## config.mk

```make
export PLATFORM = sky130hd
export DESIGN_NAME = qrzz_walk
export DESIGN_NICKNAME = d
export VERILOG_FILES = /design/src/rtl/qrzz_pkg.sv /design/src/rtl/qrzz_walk.sv
export SDC_FILE = /design/constraint.sdc
export NUM_CORES = 1
export LEC_CHECK = 0
export BUFFER_PORTS_ARGS = -buffer_cell sky130_fd_sc_hd__buf_2
export CORE_MARGIN = 2
export CORE_UTILIZATION = 25
export DETAILED_ROUTE_END_ITERATION = 16
export GPL_TIMING_DRIVEN = 1
export PLACE_DENSITY_LB_ADDON = 0.25
export SLEW_MARGIN = 5
export SYNTH_ARGS = -nofsm -noshare
export SYNTH_HDL_FRONTEND = slang
export SYNTH_SLANG_ARGS = --single-unit
```

## constraint.sdc

```tcl
create_clock -name clk -period 14 [get_ports clk]
set_input_delay 2.1 -clock clk [delete_from_list [all_inputs] [get_ports clk]]
set_output_delay 2.1 -clock clk [all_outputs]
set_load 0.02 [all_outputs]
```

## src/rtl/qrzz_pkg.sv

```systemverilog
// Shared constants, codes and types of the QR codeword zigzag reader.
package qrzz_pkg;

    localparam int DEF_MAX_DIM = 177;

    localparam int DIM_W   = 8;
    localparam int COUNT_W = 12;
    localparam int WORD_W  = 8;
    localparam int CFG_W   = 12;

    localparam logic [DIM_W-1:0] MIN_DIM      = 8'd21;
    localparam logic [DIM_W-1:0] RESET_DIM    = 8'd21;
    localparam logic [COUNT_W-1:0] RESET_TOTAL = 12'd26;
    localparam logic [1:0]       DIM_MOD_MASK = 2'b11;
    localparam logic [DIM_W-1:0] SKIP_COLUMN  = 8'd6;
    localparam logic [2:0]       LAST_BIT_POS = 3'd7;

    // command codes
    localparam logic CMD_WRITE = 1'b0;
    localparam logic CMD_READ  = 1'b1;

    // register indexes
    localparam logic REG_DIMENSION = 1'b0;
    localparam logic REG_TOTAL     = 1'b1;

    // status codes
    localparam logic [1:0] STAT_OK        = 2'd0;
    localparam logic [1:0] STAT_EXHAUSTED = 2'd1;
    localparam logic [1:0] STAT_BAD_DIM   = 2'd2;
    localparam logic [1:0] STAT_PAST_END  = 2'd3;

    // memory entry layout
    localparam int ENTRY_MODULE   = 0;
    localparam int ENTRY_RESERVED = 1;

    typedef struct packed {
        logic             restart;
        logic             step;
        logic [DIM_W-1:0] restart_dim;
    } walk_ctrl_t;

endpackage

```

## src/rtl/qrzz_walk.sv

```systemverilog
// Zigzag walk position: column pair, row counter, direction and read address.
module qrzz_walk #(
    parameter int MAX_DIM = qrzz_pkg::DEF_MAX_DIM,
    localparam int ADDR_W = $clog2(MAX_DIM * MAX_DIM)
) (
    input  logic                     clk,
    input  logic                     rst_n,
    input  qrzz_pkg::walk_ctrl_t     ctrl,
    input  logic [qrzz_pkg::DIM_W-1:0] dimension,
    output logic [ADDR_W-1:0]        rd_addr,
    output logic                     finished
);
    import qrzz_pkg::*;

    logic [DIM_W-1:0] col_reg, col_next;
    logic [DIM_W-1:0] cnt_reg, cnt_next;
    logic             half_reg, half_next;
    logic             up_reg, up_next;
    logic             fin_reg, fin_next;

    logic [DIM_W-1:0] x;
    logic [DIM_W-1:0] y;
    logic [DIM_W:0]   cnt_inc;
    logic [DIM_W-1:0] col_dec;

    always_comb
    begin
        x       = col_reg - {{(DIM_W-1){1'b0}}, half_reg};
        y       = up_reg ? (dimension - 8'd1 - cnt_reg) : cnt_reg;
        rd_addr = ADDR_W'(y) * ADDR_W'(MAX_DIM) + ADDR_W'(x);
    end

    always_comb
    begin
        col_next  = col_reg;
        cnt_next  = cnt_reg;
        half_next = half_reg;
        up_next   = up_reg;
        fin_next  = fin_reg;
        cnt_inc   = {1'b0, cnt_reg} + 9'd1;
        col_dec   = col_reg - 8'd2;
        if (ctrl.restart)
        begin
            col_next  = ctrl.restart_dim - 8'd1;
            cnt_next  = '0;
            half_next = 1'b0;
            up_next   = 1'b1;
            fin_next  = 1'b0;
        end
        else if (ctrl.step)
        begin
            if (!half_reg)
            begin
                half_next = 1'b1;
            end
            else
            begin
                half_next = 1'b0;
                cnt_next  = cnt_inc[DIM_W-1:0];
                if (cnt_inc >= {1'b0, dimension})
                begin
                    cnt_next = '0;
                    up_next  = ~up_reg;
                    if (col_reg <= 8'd2)
                    begin
                        fin_next = 1'b1;
                    end
                    else if (col_dec == SKIP_COLUMN)
                    begin
                        col_next = col_dec - 8'd1;
                    end
                    else
                    begin
                        col_next = col_dec;
                    end
                end
            end
        end
    end

    always_ff @(posedge clk or negedge rst_n)
    begin
        if (!rst_n)
        begin
            col_reg  <= RESET_DIM - 8'd1;
            cnt_reg  <= '0;
            half_reg <= 1'b0;
            up_reg   <= 1'b1;
            fin_reg  <= 1'b0;
        end
        else
        begin
            col_reg  <= col_next;
            cnt_reg  <= cnt_next;
            half_reg <= half_next;
            up_reg   <= up_next;
            fin_reg  <= fin_next;
        end
    end

    assign finished = fin_reg;

endmodule

```

==> flow_summary.yaml <==
die:
  io_pins: 36
  start_util_pct: 25.5
  core_area_mm2: 0.0145
  die_y_um: 125
  num_rows: 44
  dieArea_mm2: 0.0157
  fp.dieW_um: 125
clock_tree:
  htree_levels: 1
  numCtsBuffers: 3
  cts_setup_buffers: 0
  cts_sinks: 19
  ctsHoldBuffers: 0
  clk_pin_slew_ns: 0.06
  ctsResizeCount: 0
  clockBufferDepth: 2
  cts-root-buf: "clkbuf_16"
  cts_tree: "done"
  insertion_delay_ns: 0.25
global_route:
  grt_max_degree: 22
  top_usage_layer: "met2"
  grt_usage_pct: 10.7
  grtUsageMet3_pct: 1.33
  grt-ovfl-total: 0
  met1_usage_pct: 14.9
  grt_pass1_wl_um: 14400
  use_met2_pct: 18.1
  antenna_found_initial: 0
  grt_pass1_vias: 3030
yosys:
  synth_cells: 429
  synth_edf_count: 0
  yosysUniqueCellTypes: 71
  ys_async_sr_fraction_pct: 100
  synth.avg_cell_area_um2: 8.60
  ys_ff_latch: 19
  synth_ff_type: "dfrtp_1"
  yosysWarnings: 0
  synthesis.nets: 538
  ys_seq_area_share_pct: 13.0
  synth_area_mm2: 0.00369
timing:
  setup_slack_ns: 4.53
  setup_tns_ns: 0
  period_share_pct: 67.7
  period_minus_slack_ns: 9.47
  drv_slew: 0
  hold_viol: 0
  timing.slew.headroom_pct: 49.4
  max_slew.worst_pin.slew_ns: 0.751
  fmax_mhz: 106
  setup_viol_count_final: 0
  rsz0062_at_grt: "no"
  skew_ns: 0.00147
setup_path:
  startpoint_type: "input pin"
  ff2ff_path_depth: 10
  worstSetupEndpointType: "output pin"
  r2r_slack_ns: 11.05
  cp.required_ns: 11.90
  worstReg2RegEnd: "col_reg[6]"
  timing.rr.start: "cnt_reg[1]"
  arrival_ns: 7.37
  worstSetupPathType: "input pin to output pin"
  cp_max_fo: 3
run_status:
  status: "complete, no violations"
placed_design:
  port-buffer-count: 35
  routabilityCongestion: 0.857
  dp.final_hpwl_um: 6990
  pre_cts_ws_ns: 4.55
drt:
  drt-wirelength-per-cell_um: 13.1
  viasPerCell: 4.72
  antenna_left: 0
  initialDrtViolationCount: 167
  wl_um: 8380
  drc_errors: 0
  first_pass_iters: 4
  vias: 3024
final_layout:
  num_antenna_cells: 0
  fill_cells: 1545
  syn2layout_area_growth_pct: 11.2
  mostFrequentLayoutCells: "ha_1, inv_1, buf_2, nand2_1, nor2_1"
  finalNetCount: 567
  layout_commonest_cell: "ha_1"
  drive_gt1_share_pct: 14.4
  final_util_pct: 28.3
  regArea_um2: 479
  multiInputGateArea_mm2: 0.00287
hold_path:
  min_path_type: "flop to flop"
  hold_path_end: "finished"
  hold_start: "finished"
  hold_depth: 2
job:
  cap_viol_max_count: 0
## worst max-delay path, cell delays in order
cell      delay [ns]
buf_2           0.09
ha_1            0.16
inv_1           0.05
fa_1            0.41
nor2b_1         0.12
o21ai_0         0.10
a21boi_0        0.24
o21ai_0         0.13
nor3b_1         0.16
o31ai_1         0.45
ha_1            0.32
ha_1            0.30
fa_1            0.49
inv_1           0.06
fa_1            0.52
inv_1           0.04
ha_1            0.31
inv_1           0.06
o21a_1          0.19
o21ai_0         0.47
a21oi_1         0.19
o211ai_1        0.21
buf_2           0.19
## cells in the mapped netlist (4+ instances only)
master     n  area, um^2
ha_1      76         951
inv_1     71         267
nand2_1   28         105
nor2_1    25        93.8
o21ai_0   22         110
xnor2_1   21         184
dfrtp_1   16         400
xor2_1    14         123
fa_1      13         260
a21oi_1   11        55.1
nor3_1    11        55.1
nand3_1    7        35.0
a21o_1     6        45.0
nor2b_1    6        37.5
a22o_1     5        43.8
and3_1     4        25.0
clkbuf_1   4        15.0
nand2b_1   4        25.0
## through the flow
step           instance area, um^2  hold slack [ns]  cells
3_5_place_dp                  4020            0.529    637
6_report                      4100            0.531    641
5_1_grt                       4100            0.579    641
3_3_place_gp                  4020            0.527    637
2_1_floorplan                 3690            0.530    429
4_1_cts                       4100            0.543    641
## routing by layer
layer / up-vias / wire length (um)
li1: 1527 / -
met2: 43 / 3910
met1: 1446 / 4200
met4: 0 / 102
met3: 8 / 160
met5: - / 0
## how the worst max path moves through the flow
stage,startpoint,to,slack (ns)
after global routing,dimension[0],rd_addr[12],4.03
after floorplan,dimension[0],rd_addr[11],5.19
after CTS,dimension[0],rd_addr[12],4.54
final,dimension[0],rd_addr[12],4.53
after global placement,dimension[0],rd_addr[14],4.70
after detailed placement,dimension[0],rd_addr[12],4.55
## final cells by class
cell class                 count  area share (%)
multi-input combinational    327            69.9
timing repair buffer          35            4.27
tap                          184            5.61
inverter                      72            6.59
sequential                    19            11.7
clock buffer                   4            1.92
## cells by family (layout without fill, tap and decap cells)
logic type / count (synthesis) / after routing / synth area share, %
XOR/XNOR: 39 / 39 / 10.2
adder cells (fa/ha/maj): 89 / 89 / 32.8
multiplexers: 7 / 7 / 2.10
flip-flops: 19 / 19 / 13.0
AO/OA/AOI/OAI: 84 / 84 / 16.8
buffers and inverters: 83 / 111 / 9.23
AND/OR/NAND/NOR: 108 / 108 / 15.8
Power is not shown: default switching activity piles up to over one toggle a cycle in this logic, so the estimate is an artifact.
